<file path="src/rtl/gn2d_pkg.sv">
// Package: constants and tables for the 2D gradient noise pipeline.
package gn2d_pkg;

  localparam int FracBitsDefault = 16;
  localparam int ScaleK = 72090;
  localparam int OutW = 18;
  localparam logic [9:0] SeedMulX = 10'd1013;
  localparam logic [10:0] SeedMulY = 11'd1619;
  localparam logic [1:0] RegSeed = 2'd0;

  localparam logic [7:0] PERM [256] = '{
    8'd151,8'd160,8'd137,8'd91,8'd90,8'd15,
    8'd131,8'd13,8'd201,8'd95,8'd96,8'd53,8'd194,8'd233,8'd7,8'd225,8'd140,8'd36,
    8'd103,8'd30,8'd69,8'd142,8'd8,8'd99,8'd37,8'd240,8'd21,8'd10,8'd23,
    8'd190,8'd6,8'd148,8'd247,8'd120,8'd234,8'd75,8'd0,8'd26,8'd197,8'd62,8'd94,
    8'd252,8'd219,8'd203,8'd117,8'd35,8'd11,8'd32,8'd57,8'd177,8'd33,
    8'd88,8'd237,8'd149,8'd56,8'd87,8'd174,8'd20,8'd125,8'd136,8'd171,8'd168,8'd68,
    8'd175,8'd74,8'd165,8'd71,8'd134,8'd139,8'd48,8'd27,8'd166,
    8'd77,8'd146,8'd158,8'd231,8'd83,8'd111,8'd229,8'd122,8'd60,8'd211,8'd133,
    8'd230,8'd220,8'd105,8'd92,8'd41,8'd55,8'd46,8'd245,8'd40,8'd244,
    8'd102,8'd143,8'd54,8'd65,8'd25,8'd63,8'd161,8'd1,8'd216,8'd80,8'd73,8'd209,
    8'd76,8'd132,8'd187,8'd208,8'd89,8'd18,8'd169,8'd200,8'd196,
    8'd135,8'd130,8'd116,8'd188,8'd159,8'd86,8'd164,8'd100,8'd109,8'd198,8'd173,
    8'd186,8'd3,8'd64,8'd52,8'd217,8'd226,8'd250,8'd124,8'd123,
    8'd5,8'd202,8'd38,8'd147,8'd118,8'd126,8'd255,8'd82,8'd85,8'd212,8'd207,
    8'd206,8'd59,8'd227,8'd47,8'd16,8'd58,8'd17,8'd182,8'd189,8'd28,8'd42,
    8'd223,8'd183,8'd170,8'd213,8'd119,8'd248,8'd152,8'd2,8'd44,8'd154,8'd163,
    8'd70,8'd221,8'd153,8'd101,8'd155,8'd167,8'd43,8'd172,8'd9,
    8'd129,8'd22,8'd39,8'd253,8'd19,8'd98,8'd108,8'd110,8'd79,8'd113,8'd224,8'd232,
    8'd178,8'd185,8'd112,8'd104,8'd218,8'd246,8'd97,8'd228,
    8'd251,8'd34,8'd242,8'd193,8'd238,8'd210,8'd144,8'd12,8'd191,8'd179,8'd162,
    8'd241,8'd81,8'd51,8'd145,8'd235,8'd249,8'd14,8'd239,8'd107,
    8'd49,8'd192,8'd214,8'd31,8'd181,8'd199,8'd106,8'd157,8'd184,8'd84,8'd204,
    8'd176,8'd115,8'd121,8'd50,8'd45,8'd127,8'd4,8'd150,8'd254,
    8'd138,8'd236,8'd205,8'd93,8'd222,8'd114,8'd67,8'd29,8'd24,8'd72,8'd243,8'd141,
    8'd128,8'd195,8'd78,8'd66,8'd215,8'd61,8'd156,8'd180
  };

  // gradient component codes: 0 zero, 1 plus, 2 minus
  localparam logic [1:0] GX [16] = '{2'd1,2'd2,2'd1,2'd2,2'd1,2'd2,2'd1,2'd2,
                                     2'd0,2'd0,2'd0,2'd0,2'd1,2'd2,2'd0,2'd0};
  localparam logic [1:0] GY [16] = '{2'd1,2'd1,2'd2,2'd2,2'd0,2'd0,2'd0,2'd0,
                                     2'd1,2'd2,2'd1,2'd2,2'd1,2'd1,2'd2,2'd2};
  localparam logic [1:0] GZero = 2'd0;
  localparam logic [1:0] GPlus = 2'd1;

endpackage

</file>
<file path="src/rtl/gn2d_fade.sv">
// Quintic fade of one fraction, four register stages.
module gn2d_fade import gn2d_pkg::*; #(
  parameter int FRAC_BITS = FracBitsDefault
) (
  input  logic                 clk_i,
  input  logic                 en_i,
  input  logic [FRAC_BITS-1:0] t_i,
  output logic [FRAC_BITS:0]   f_o
);
  localparam int W = FRAC_BITS + 6;
  localparam int PW = 2 * W;
  localparam logic signed [PW-1:0] Half = PW'(1) <<< (FRAC_BITS - 1);

  logic signed [W-1:0] t1_q, t2_q, a_q, c_q, sq_q, cu_q;
  logic signed [W-1:0] c2_q;
  logic [FRAC_BITS:0] f_q;

  always_ff @(posedge clk_i) begin
    if (en_i) begin
      // stage 1: a = 6t - 15
      a_q  <= W'($signed({6'd0, t_i}) * 6) - W'(15 <<< FRAC_BITS);
      t1_q <= $signed({6'd0, t_i});
      // stage 2: c = round(a*t) + 10, t2 = round(t*t)
      c_q  <= W'((PW'(a_q) * PW'(t1_q) + Half) >>> FRAC_BITS) + W'(10 <<< FRAC_BITS);
      sq_q <= W'((PW'(t1_q) * PW'(t1_q) + Half) >>> FRAC_BITS);
      t2_q <= t1_q;
      // stage 3: t3 = round(t2*t)
      cu_q <= W'((PW'(sq_q) * PW'(t2_q) + Half) >>> FRAC_BITS);
      c2_q <= c_q;
      // stage 4: fade
      f_q  <= (FRAC_BITS+1)'((PW'(cu_q) * PW'(c2_q) + Half) >>> FRAC_BITS);
    end
  end
  assign f_o = f_q;
endmodule

</file>
<file path="config.mk">
export PLATFORM = sky130hd
export DESIGN_NAME = gn2d_fade
export DESIGN_NICKNAME = d
export VERILOG_FILES = /design/src/rtl/gn2d_pkg.sv /design/src/rtl/gn2d_fade.sv
export SDC_FILE = /design/constraint.sdc
export NUM_CORES = 2
export LEC_CHECK = 0
export CORE_MARGIN = 4
export CORE_UTILIZATION = 40
export CTS_CLUSTER_SIZE = 30
export DETAILED_ROUTE_END_ITERATION = 10
export DONT_BUFFER_PORTS = 1
export PLACE_DENSITY = 0.53
export SLEW_MARGIN = 20
export SYNTH_ARGS = -nofsm -noshare
export SYNTH_HDL_FRONTEND = slang
export SYNTH_SLANG_ARGS = --single-unit
export TNS_END_PERCENT = 5
</file>
<file path="constraint.sdc">
create_clock -name clk_i -period 14.5 [get_ports clk_i]
set_input_delay 1.45 -clock clk_i [delete_from_list [all_inputs] [get_ports clk_i]]
set_output_delay 1.45 -clock clk_i [all_outputs]
set_load 0.05 [all_outputs]
</file>
Word level (Yosys, flattened, before mapping)
Cells that the tools add are included.
Storage, ports and cells
  register bits: 153
  input bits: 18
  output and inout port bits: 17
  word-level logic and storage cells: 19
Cells by class
  $add $sub $neg: 6
  $mul: 5
Operator list (count)
  adder 38 x 17 -> 38 bit (second input constant): 2
  multiplier 21 x 17 -> 38 bit: 1
  adder 32 x 16 -> 33 bit (second input constant): 1
  adder 33 x 17 -> 33 bit (second input constant): 1
  multiplier 17 x 16 -> 33 bit: 1
  multiplier 22 x 22 -> 33 bit: 1
  multiplier 16 x 16 -> 32 bit: 1
  adder 22 x 21 -> 22 bit (second input constant): 1
  subtractor 19 x 20 -> 21 bit (second input constant): 1
  multiplier 16 x 2 -> 18 bit (second input constant): 1

Logic depth before layout (Yosys ltp)
  depth after elaboration: 3
  depth in mapped cells: 30
  depth with buffers taken out: 29

Worst setup path after synthesis
No wires, ideal clock.
  path type: flip-flop to flip-flop
  from: register t1_q[2]
  to: register c_q[21], data pin
  library setup time: 0.265 ns
  data arrival time: 6.928 ns
  data required time: 14.235 ns
  slack: 7.307 ns
  cell stages (with the launch flop): 31
  buffers on the path: 2
  period minus slack after synthesis: 7.193 ns
  cell sequence: edfxtp_1 > clkbuf_1 > clkbuf_1 > nand2_1 > fa_1 > inv_1 > fa_1 > inv_1 > fa_1 > fa_1 > inv_1 > fa_1 > inv_1 > fa_1 > inv_1 > ha_1 > and3_1 > and3_1 > o211ai_1 > a41o_1 > o21a_1 > o211ai_1 > nand2_1 > a211oi_2 > inv_1 > ha_1 > a21boi_0 > nand3_1 > o31a_1 > o311ai_1 > xnor2_1
Between the ends
  cells in the longest elaborated chain, start to end: 3
RTL lines
  start: declaration: line gn2d_fade.sv:14  | logic signed [W-1:0] t1_q, t2_q, a_q, c_q, sq_q, cu_q;
  start signal: assignment: line gn2d_fade.sv:22  | t1_q <= $signed({6'd0, t_i});
  multiplier 21 x 17 -> 38 bit: line gn2d_fade.sv:24  | c_q <= W'((PW'(a_q) * PW'(t1_q) + Half) >>> FRAC_BITS) + W'(10 <<< FRAC_BITS);
  adder 38 x 17 -> 38 bit: line gn2d_fade.sv:24
  adder 22 x 21 -> 22 bit: line gn2d_fade.sv:24
  end signal: assignment: line gn2d_fade.sv:24
  end: declaration: line gn2d_fade.sv:14
Every way passes these cells.
A chain may end at the register's enable or synchronous reset.

Final worst setup path
  from: register a_q[17]
  to: register c_q[21], data pin
Between the ends
  cells in the longest elaborated chain, start to end: 3
RTL lines
  start: declaration: line gn2d_fade.sv:14
  start signal: assignment: line gn2d_fade.sv:21  | a_q <= W'($signed({6'd0, t_i}) * 6) - W'(15 <<< FRAC_BITS);
  multiplier 21 x 17 -> 38 bit: line gn2d_fade.sv:24
  adder 38 x 17 -> 38 bit: line gn2d_fade.sv:24
  adder 22 x 21 -> 22 bit: line gn2d_fade.sv:24
Every way passes these cells.

==> summary.md <==
| Metric | Value |
|---|---|
| CTS sink cnt | 146 |
| Top cells by count, synth | inv_1 (1211), fa_1 (990), nand2_1 (617) |
| Gr usage total | 19.2% |
| Final Non-Filler Cells | 6065 |
| Die W | 342 µm |
| Final TNS setup | 0 ns |
| Ant diodes | 0 |
| CP peak stage delay | 0.87 ns |
| RSZ-0062 raised after global routing | no |
| IO Port Bufs | 0 |
| Kind of critical path | reg2reg |
| DRC viols | 0 |
| Die height | 342 µm |
| # IOs | 35 |
| GPL Wtd Cong | 0.822 |
| Crit-path slowest cell | edfxtp_1 |
| Layout overhead on the synthesized area | 4.47% |
| Clock Latency Late Sink | 0.49 ns |
| Mapped Cells | 4691 |
| Post_cts resized | 0 |
| Slew at the pin closest to its max-slew limit | 0.967 ns |
| Setup violators final | 0 |
| Share of cells above drive strength 1 | 1.70% |
| Share of synthesized flip-flops with an asynchronous set or reset | 0% |
| Detailed-route via count | 29400 |
| Most common cell in the netlist | inv_1 |
| Status | complete, no violations |
| First-pass GRT wire length | 177000 µm |
| Max Buffers Root-to-Sink | 2 |
| Post-route ant nets | 0 |
| Origin of the worst setup path | a_q[17] |
| Final setup margin | 6.45 ns |
| Synth Area per Inst | 9.50 µm² |
| Root buf cell | clkbuf_16 |
| Initial Utilization | 40.3% |
| Area of the multi-input gates | 35000 µm² |
| CTS Hold Bufs | 0 |
| Mapped cell area | 44600 µm² |
| Register bit total from synthesis | 146 |
| Hold wc startpoint | c_q[11] |
| FILL cells | 10900 |
| CP arrival | 8.28 ns |
| Reg-to-Reg Start | a_q[17] |
| Dpl hpwl | 83500 µm |
| Max-Cap Viols | 0 |
| Routed wire per std cell | 17.4 µm |
| Core area | 111000 µm² |
| Post-Route WL | 105000 µm |
| Die area | 117000 µm² |
| Synth top area share | 44.5% |
| Fin Clk Skew | 0.0153 ns |
| Rows | 122 |
| Antenna violations before repair | 1 |
| Worst hold path type | reg2reg |
| Max-slew headroom | 35.6% |
| CTS H-tree depth | 4 |
| DP Cell Count | 6033 |
| Vias in the first global route | 32900 |
| Synth Flop Type | edfxtp_1 |
| F_max | 124 MHz |
| Clock slew at reported path FFs | 0.07 ns |
| Setup WS pre-CTS | 6.39 ns |
| Final Cycle Share | 55.5% |
| TritonCTS clock tree | done |
| TritonRoute pass-1 iters | 5 |
| Dominant cell type by area after synthesis | fa_1 |
| Final number of hold-violating endpoints | 0 |
| GR Overflow Total | 0 |
| Nets@finish | 6049 |
| Crit. End Element | flip-flop |
| Sequential-to-total area share from yosys stat | 9.84% |
| Startpoint types | flip-flop |
| Max-slew violations | 0 |
| Critical path fanouts, max | 16 |
| Vias per cell | 4.85 |
| Synth warn | 0 |
| Synthesized Nets | 6176 |
| CTS Buf Count | 17 |
| Synth area leaders | fa_1 (44%), ha_1 (13%), inv_1 (10%) |
| Register Area | 4380 µm² |
| Distinct cell type count after synthesis | 75 |
| Min Tclk post-route | 8.05 ns |
| Largest net degree at the start of global routing | 147 |
| Crit path required time | 14.73 ns |
| Setup Buffers After CTS | 0 |
| Post-synth EDFFs | 146 |
| Initial drt markers | 1429 |
[critical path, delay by kind of cell (launching register included)]
kind	cells	cell delay, ns
buffers and inverters	6	0.34
flip-flops	1	0.87
AO/OA/AOI/OAI	8	1.89
AND/OR/NAND/NOR	5	0.88
XOR/XNOR	1	0.11
adder cells (fa/ha/maj)	8	3.68
[registers in the layout, indices dropped and copies added (netlist names)]
name,count
f_o,17
sq_q,17
c2_q,22
cu_q,18
t2_q,16
c_q,22
a_q,18
t1_q,16
[per-stage QoR]
step / hold slack (ns) / instance area (µm²) / util, %
after floorplan: 0.400 / 44600 / -
after global placement: 0.401 / 46000 / 41.6
after detailed placement: 0.405 / 46000 / 41.6
after CTS: 0.422 / 46600 / 42.1
after global routing: 0.423 / 46600 / 42.1
final: 0.419 / 46600 / 42.1
[cells in the final DEF (no fill, tap or decap), types with 17 or more instances in the layout]
cell,synthesis,layout
inv_1,1211,1211
fa_1,990,990
nand2_1,617,617
ha_1,477,477
and2_1,432,432
edfxtp_1,146,146
nor2_1,107,107
xnor2_1,77,77
a21oi_1,74,74
xor2_1,44,44
o21ai_0,36,36
nor3_1,33,33
a21o_1,31,31
buf_4,0,30
nand3_1,22,22
nor2b_1,21,21
nand2b_1,18,18
clkbuf_16,0,17
[per-layer routing]
metal | vias to the layer above | routed length (µm) | share of wire [%] | GRT usage [%]
met2 | 481 | 51700 | 49 | 33.2
met1 | 15200 | 49100 | 47 | 26.6
li1 | 13600 | - | - | -
met5 | - | 0 | 0 | 0
met4 | 0 | 1510 | 1.4 | 3.34
met3 | 93 | 3170 | 3.0 | 2.02
[layout make-up]
type / count / area share (%)
clock buffers: 17 / 0.914
repair buffers: 30 / 0.484
multi-input cells: 3154 / 75.1
flip-flops and latches: 146 / 9.42
inverters: 1215 / 9.80
well taps: 1488 / 4.00
clock inverters: 15 / 0.309
[path summary, 6_finish.rpt]
check                                 to  slack [ns]  cells past startpoint
worst max register to register   c_q[21]        6.45                     28
worst min-delay path            c2_q[11]        0.42                      0
worst min register to register  c2_q[11]        0.42                      0
worst max-delay path             c_q[21]        6.45                     28
[cell families after synthesis]
kind of cell / after synthesis / synth area share (%)
fa+ha+maj: 1467 / 57.9
buf+inv: 1391 / 11.7
simple gates: 1311 / 14.3
compound gates: 252 / 3.86
flops: 146 / 9.84
xor+xnor: 121 / 2.38
mux: 3 / 0.0702
Power is not shown: default switching activity piles up to over one toggle a cycle in this logic, so the estimate is an artifact.
