<file path="src/rtl/gn2d_pkg.sv">
// Package: constants and tables for the 2D gradient noise pipeline.
package gn2d_pkg;

  localparam int FracBitsDefault = 16;
  localparam int ScaleK = 72090;
  localparam int OutW = 18;
  localparam logic [9:0] SeedMulX = 10'd1013;
  localparam logic [10:0] SeedMulY = 11'd1619;
  localparam logic [1:0] RegSeed = 2'd0;

  localparam logic [7:0] PERM [256] = '{
    8'd151,8'd160,8'd137,8'd91,8'd90,8'd15,
    8'd131,8'd13,8'd201,8'd95,8'd96,8'd53,8'd194,8'd233,8'd7,8'd225,8'd140,8'd36,
    8'd103,8'd30,8'd69,8'd142,8'd8,8'd99,8'd37,8'd240,8'd21,8'd10,8'd23,
    8'd190,8'd6,8'd148,8'd247,8'd120,8'd234,8'd75,8'd0,8'd26,8'd197,8'd62,8'd94,
    8'd252,8'd219,8'd203,8'd117,8'd35,8'd11,8'd32,8'd57,8'd177,8'd33,
    8'd88,8'd237,8'd149,8'd56,8'd87,8'd174,8'd20,8'd125,8'd136,8'd171,8'd168,8'd68,
    8'd175,8'd74,8'd165,8'd71,8'd134,8'd139,8'd48,8'd27,8'd166,
    8'd77,8'd146,8'd158,8'd231,8'd83,8'd111,8'd229,8'd122,8'd60,8'd211,8'd133,
    8'd230,8'd220,8'd105,8'd92,8'd41,8'd55,8'd46,8'd245,8'd40,8'd244,
    8'd102,8'd143,8'd54,8'd65,8'd25,8'd63,8'd161,8'd1,8'd216,8'd80,8'd73,8'd209,
    8'd76,8'd132,8'd187,8'd208,8'd89,8'd18,8'd169,8'd200,8'd196,
    8'd135,8'd130,8'd116,8'd188,8'd159,8'd86,8'd164,8'd100,8'd109,8'd198,8'd173,
    8'd186,8'd3,8'd64,8'd52,8'd217,8'd226,8'd250,8'd124,8'd123,
    8'd5,8'd202,8'd38,8'd147,8'd118,8'd126,8'd255,8'd82,8'd85,8'd212,8'd207,
    8'd206,8'd59,8'd227,8'd47,8'd16,8'd58,8'd17,8'd182,8'd189,8'd28,8'd42,
    8'd223,8'd183,8'd170,8'd213,8'd119,8'd248,8'd152,8'd2,8'd44,8'd154,8'd163,
    8'd70,8'd221,8'd153,8'd101,8'd155,8'd167,8'd43,8'd172,8'd9,
    8'd129,8'd22,8'd39,8'd253,8'd19,8'd98,8'd108,8'd110,8'd79,8'd113,8'd224,8'd232,
    8'd178,8'd185,8'd112,8'd104,8'd218,8'd246,8'd97,8'd228,
    8'd251,8'd34,8'd242,8'd193,8'd238,8'd210,8'd144,8'd12,8'd191,8'd179,8'd162,
    8'd241,8'd81,8'd51,8'd145,8'd235,8'd249,8'd14,8'd239,8'd107,
    8'd49,8'd192,8'd214,8'd31,8'd181,8'd199,8'd106,8'd157,8'd184,8'd84,8'd204,
    8'd176,8'd115,8'd121,8'd50,8'd45,8'd127,8'd4,8'd150,8'd254,
    8'd138,8'd236,8'd205,8'd93,8'd222,8'd114,8'd67,8'd29,8'd24,8'd72,8'd243,8'd141,
    8'd128,8'd195,8'd78,8'd66,8'd215,8'd61,8'd156,8'd180
  };

  // gradient component codes: 0 zero, 1 plus, 2 minus
  localparam logic [1:0] GX [16] = '{2'd1,2'd2,2'd1,2'd2,2'd1,2'd2,2'd1,2'd2,
                                     2'd0,2'd0,2'd0,2'd0,2'd1,2'd2,2'd0,2'd0};
  localparam logic [1:0] GY [16] = '{2'd1,2'd1,2'd2,2'd2,2'd0,2'd0,2'd0,2'd0,
                                     2'd1,2'd2,2'd1,2'd2,2'd1,2'd1,2'd2,2'd2};
  localparam logic [1:0] GZero = 2'd0;
  localparam logic [1:0] GPlus = 2'd1;

endpackage

</file>
<file path="src/rtl/gn2d_blend.sv">
// Bilinear blend with fade weights, scale and saturate, three register stages.
module gn2d_blend import gn2d_pkg::*; #(
  parameter int FRAC_BITS = FracBitsDefault
) (
  input  logic                        clk_i,
  input  logic                        en_i,
  input  logic signed [FRAC_BITS+2:0] n_i [4],
  input  logic [FRAC_BITS:0]          u_i,
  input  logic [FRAC_BITS:0]          v_i,
  output logic signed [OutW-1:0]      r_o
);
  localparam int W = FRAC_BITS + 4;
  localparam int PW = 2 * W + 2;
  localparam logic signed [PW-1:0] Half = PW'(1) <<< (FRAC_BITS - 1);
  localparam logic signed [PW-1:0] OMax = PW'((1 <<< (OutW - 1)) - 1);
  localparam logic signed [PW-1:0] OMin = -(PW'(1) <<< (OutW - 1));

  logic signed [W-1:0] r0_q, r1_q, val_q;
  logic [FRAC_BITS:0] v_q;
  logic signed [OutW-1:0] r_q;

  function automatic logic signed [W-1:0] mix(input logic [FRAC_BITS:0] t,
                                              input logic signed [W-1:0] a,
                                              input logic signed [W-1:0] b);
    logic signed [PW-1:0] p;
    p = PW'($signed({1'b0, t})) * PW'(b - a);
    return a + W'((p + Half) >>> FRAC_BITS);
  endfunction

  always_ff @(posedge clk_i) begin
    logic signed [PW-1:0] s;
    if (en_i) begin
      r0_q  <= mix(u_i, W'(n_i[0]), W'(n_i[1]));
      r1_q  <= mix(u_i, W'(n_i[2]), W'(n_i[3]));
      v_q   <= v_i;
      val_q <= mix(v_q, r0_q, r1_q);
      s = (PW'(val_q) * PW'(ScaleK) + Half) >>> FRAC_BITS;
      if (s > OMax) r_q <= OutW'(OMax);
      else if (s < OMin) r_q <= OutW'(OMin);
      else r_q <= OutW'(s);
    end
  end
  assign r_o = r_q;
endmodule

</file>
<file path="config.mk">
export PLATFORM = sky130hd
export DESIGN_NAME = gn2d_blend
export DESIGN_NICKNAME = d
export VERILOG_FILES = /design/src/rtl/gn2d_pkg.sv /design/src/rtl/gn2d_blend.sv
export SDC_FILE = /design/constraint.sdc
export NUM_CORES = 2
export LEC_CHECK = 0
export ABC_CLOCK_PERIOD_IN_PS = 15180
export BUFFER_PORTS_ARGS = -buffer_cell sky130_fd_sc_hd__buf_2
export CORE_AREA = 2 2 281 311
export CTS_BUF_LIST = sky130_fd_sc_hd__clkbuf_4
export DETAILED_ROUTE_END_ITERATION = 8
export DIE_AREA = 0 0 283 313
export GPL_TIMING_DRIVEN = 1
export PLACE_DENSITY = 0.77
export SLEW_MARGIN = 40
export SYNTH_ARGS = -nofsm -noshare
export SYNTH_HDL_FRONTEND = slang
export SYNTH_SLANG_ARGS = --single-unit
</file>
<file path="constraint.sdc">
create_clock -name clk_i -period 15.18 [get_ports clk_i]
set_input_delay 3.036 -clock clk_i [delete_from_list [all_inputs] [get_ports clk_i]]
set_output_delay 3.036 -clock clk_i [all_outputs]
set_load 0.02 [all_outputs]
</file>
== After elaboration in Yosys (flattened, before gate mapping) ==
Index checks and enable logic that the tools add are counted.
Widths: inputs -> output; s select.
Cells by class
  add/subtract/negate cells: 10
  multiply operators: 4
  muxes and demuxes: 1
  $lt $le $gt $ge: 2
Operator list (count)
  $add 36x17->36 const B: 3
  $mul 18x20->36: 2
  $add 19x20->20: 2
  $sub 19x19->20: 2
  $add 38x17->39 const B: 1
  $mul 20x17->37 const B: 1
  $mul 18x21->36: 1
  $gt 23x18->1 const B: 1
  $lt 23x18->1 const B: 1
  $sub 20x20->21: 1
  $add 20x20->20: 1
  $mux 18: 1
Storage, ports and cells
  register bits: 95
  input port bits: 112
  output and inout port bits: 18
  logic and storage cells: 22

== Depth between registers and ports, before layout ==
  depth after elaboration: 4
  mapped depth: 50
  gate-level depth less buffers: 50

== Worst setup path before layout ==
OpenSTA, ideal clock, no wires.
  path kind: input to register
  start point: in n_i[0] in the netlist's numbering
  end point: reg r1_q[18], data pin
  data required time: 14.914 ns
  stages on the path: 47
  setup slack: 2.184 ns
  path buffers: 1
  setup time: 0.266 ns
  arrival time: 12.730 ns
  cells stage by stage: inv_1 > ha_1 > fa_1 > nor2b_1 > o21ai_0 > a21boi_0 > o21ai_0 > a21boi_0 > o21ai_0 > a21boi_0 > o31ai_1 > a21oi_1 > a21oi_1 > xnor2_1 > clkbuf_1 > nand2_1 > fa_1 > inv_1 > [... 11 more ...] > a21oi_1 > nor2b_1 > nor2_1 > xnor2_1 > ha_1 > nor2b_1 > o21ai_0 > a21boi_0 > o21ai_0 > a21boi_0 > o21ai_0 > a21boi_0 > o31a_1 > o211a_1 > o21a_1 > o21a_1 > o41ai_1 > xnor2_1
On the way
  word-level cells in the longest chain between the ends: 4
Ends and longest elaborated chain
  from (decl): line gn2d_blend.sv:7  | input logic signed [FRAC_BITS+2:0] n_i [4],
  $sub 19x19->20: line gn2d_blend.sv:26  | p = PW'($signed({1'b0, t})) * PW'(b - a);
  $mul 18x20->36: line gn2d_blend.sv:26
  $add 36x17->36: line gn2d_blend.sv:27  | return a + W'((p + Half) >>> FRAC_BITS);
  $add 19x20->20: line gn2d_blend.sv:27
  to (signal assigned): line gn2d_blend.sv:34  | r1_q <= mix(u_i, W'(n_i[2]), W'(n_i[3]));
  to (decl): line gn2d_blend.sv:18  | logic signed [W-1:0] r0_q, r1_q, val_q;
Every way passes these cells.
A chain may end at the register's enable or synchronous reset.

== Worst setup path after layout ==
Same ends and word-level chain as after synthesis.

==> impl_metrics.yaml <==
run_status:
  outcome: "complete, no violations"
global_route:
  antenna_found_initial: 5
  grt_pass1_wl_um: 201000
  grt_start_max_net_pins: 62
  grt_usage: 0.285
  grt.overflow.total: 0
  grt_pass1_vias: 39700
sta:
  tightest_slew_ns: 0.856
  rsz0062_at_grt: "false"
  report.final.slew_viol_count: 0
  setup_violations: 0
  min_period_ns: 14.33
  setup_tns_ns: 0
  fmax_mhz: 69.8
  fin_worst_skew_ns: 0.0389
  finalCritPeriodShare: 0.944
  timing.final.hold_violations: 0
  relSlewSlack: 0.429
clock_tree:
  clk_path_buf_depth: 2
  cts_tree: "done"
  h-tree-depth: 3
  cts_resized: 0
  clkSlewWorstSetupHoldPaths_ns: 0.19
  clkLatencyLatePin_ns: 0.64
  hold_buffers: 0
  cts.sinks: 95
  postCtsSetupBuffers: 0
  cts_buffers: 9
  cts-root-buf: "clkbuf_4"
placement:
  place.detailed.hpwl_um: 99600
  gp_congestion: 0.941
  port_buffers: 129
route:
  via_per_inst: 5.38
  antenna_left: 0
  met2_length_um: 60100
  drt-met1-wl_um: 46900
  firstDrtPassIters: 9
  wl_per_cell_um: 17.7
  wl_met3_um: 7370
  drt_iter0_drc: 2094
  drt_wl_total_um: 121000
  drc_errors: 0
  dr_total_vias: 36600
  dr.max_layer_used: "met5"
layout:
  drive_gt1_frac: 0.0483
  syn_to_final_growth_pct: 4.56
  fin_util: 0.623
  finalNetCount: 7450
  fillers: 7150
critical_path:
  rr_endpoint: "val_q[18]"
  critPathCaptureType: "register"
  cp.required_ns: 15.56
  reg2reg_slack_ns: 3.52
  cp_slowest_cell: "fa_1"
  reg2reg_depth: 45
  r2r_start: "r0_q[1]"
  crit_type: "in2reg"
  crit_path_max_incr_delay_ns: 0.54
  worstPathArrival_ns: 14.71
  startpoint_type: "input pin"
  crit_fanout: 11
synthesis:
  syn_nets: 7414
  postSynthAreaPerCell_um2: 9.08
  synthFlopType: "edfxtp_1"
  synth-edff-count: 95
  yosysTopAreaCell: "fa_1"
  ys_types: 78
  yosysSeqAreaShare: 0.0560
  post-synth-top-area-fraction: 0.431
  netlist_instances: 5616
  yosysWarnings: 0
  syn_area_um2: 51000
  synthArstFlopShare: 0
  synth-seq-cells: 95
  netlist_top_cells_area: "fa_1 (43%), ha_1 (14%), inv_1 (11%), and2_1 (6.1%), edfxtp_1 (5.6%)"
hold_path:
  min_from: "r0_q[0]"
  hold_class: "reg2reg"
  min_path_cells: 1
  min_to: "val_q[0]"
floorplan:
  start_util: 0.596
  die_area_um2: 88600
  top_level_ports: 130
  die_x_um: 283
  placementRows: 113
  core_area_um2: 85500
  dieHeight_um: 313
job:
  maxCapViolCount: 0
## through the flow
| stage | setup slack [ns] | hold WS [ns] | cell area, um^2 | instances |
|---|---|---|---|---|
| 4_1_cts | 1.03 | 0.783 | 53200 | 6804 |
| 6_report | 0.855 | 0.793 | 53300 | 6811 |
| 3_5_place_dp | 0.425 | 0.744 | 53100 | 6788 |
| 5_1_grt | 0.111 | 0.791 | 53300 | 6811 |
| 3_3_place_gp | 0.945 | 0.752 | 53000 | 6788 |
| 2_1_floorplan | 2.18 | 0.557 | 51000 | 5616 |
## flip-flops by register name, indices dropped and copies added, names as in the netlist
name and cells:
r0_q 20, r1_q 20, val_q 20, r_o 18, v_q 17
## cells in the mapped netlist, types with 14 or more instances
library cell and number:
o21a_1 28, ha_1 588, xor2_1 68, and3_1 14, a31oi_1 22, nand3_1 36, nor3_1 60, and2_1 500
a211oi_1 19, fa_1 1098, nand2_1 556, nor2_1 134, a21boi_0 19, inv_1 1514, nand2b_1 33, clkbuf_1 170
o21ai_0 82, edfxtp_1 95, nor2b_1 80, or3_1 17, a21oi_1 118, a21o_1 41, xnor2_1 177
## worst max-delay path by stage
| stage | start | to | slack, ns | cells after the start |
|---|---|---|---|---|
| floorplan | n_i[0] | r1_q[18] | 2.18 | 47 |
| global route | n_i[0] | r1_q[18] | 0.11 | 51 |
| finish | n_i[0] | r1_q[18] | 0.85 | 51 |
| detailed placement | n_i[0] | r1_q[18] | 0.42 | 51 |
| global placement | n_i[0] | r1_q[18] | 0.95 | 51 |
| CTS | n_i[0] | r1_q[18] | 1.03 | 51 |
## layout by cell type, fill, tap and decap left out, types with 80 or more instances in the layout
| master | netlist | routed |
|---|---|---|
| nor2_1 | 134 | 131 |
| and2_1 | 500 | 500 |
| xnor2_1 | 177 | 165 |
| o21ai_0 | 82 | 82 |
| inv_1 | 1514 | 1514 |
| edfxtp_1 | 95 | 95 |
| a21oi_1 | 118 | 118 |
| fa_1 | 1098 | 1098 |
| nand2_1 | 556 | 556 |
| nor2b_1 | 80 | 80 |
| ha_1 | 588 | 588 |
| buf_2 | 3 | 124 |
## metal layers
layer  GRT usage  vias up
li1            -    16700
met5           0        -
met3      0.0347      342
met4       0.129        2
met2       0.499     1189
met1       0.356    18400
## critical path: cells and delay by family
family | cells | cell delay (ns)
AO/OA/AOI/OAI | 24 | 5.83
adder cells (fa/ha/maj) | 10 | 4.25
AND/OR/NAND/NOR | 6 | 0.71
buffers and inverters | 9 | 0.61
XOR/XNOR | 2 | 0.25
## area by class of cell
type                            count  area [um^2]  share of cell area
Clock inverter                      7         75.1             0.00141
Tap cell                         1150         1440              0.0270
Antenna cell                        4         10.0            0.000188
Inverter                         1514         5680               0.107
Multi-Input combinational cell   3829        41900               0.787
Sequential cell                    95         2850              0.0535
Clock buffer                        9         67.6             0.00127
Timing Repair Buffer              203         1230              0.0231
## cells by family after synthesis
| family | count (synthesis) | synth area share |
|---|---|---|
| AND/OR/NAND/NOR | 1461 | 0.144 |
| AO/OA/AOI/OAI | 428 | 0.0551 |
| buffers and inverters | 1692 | 0.125 |
| adder cells (fa/ha/maj) | 1687 | 0.576 |
| multiplexers | 7 | 0.00140 |
| XOR/XNOR | 246 | 0.0424 |
| flip-flops | 95 | 0.0560 |
Power is left out: the tool's default activity adds up to more than one toggle a clock period on the data nets, which glitch-free logic cannot reach.
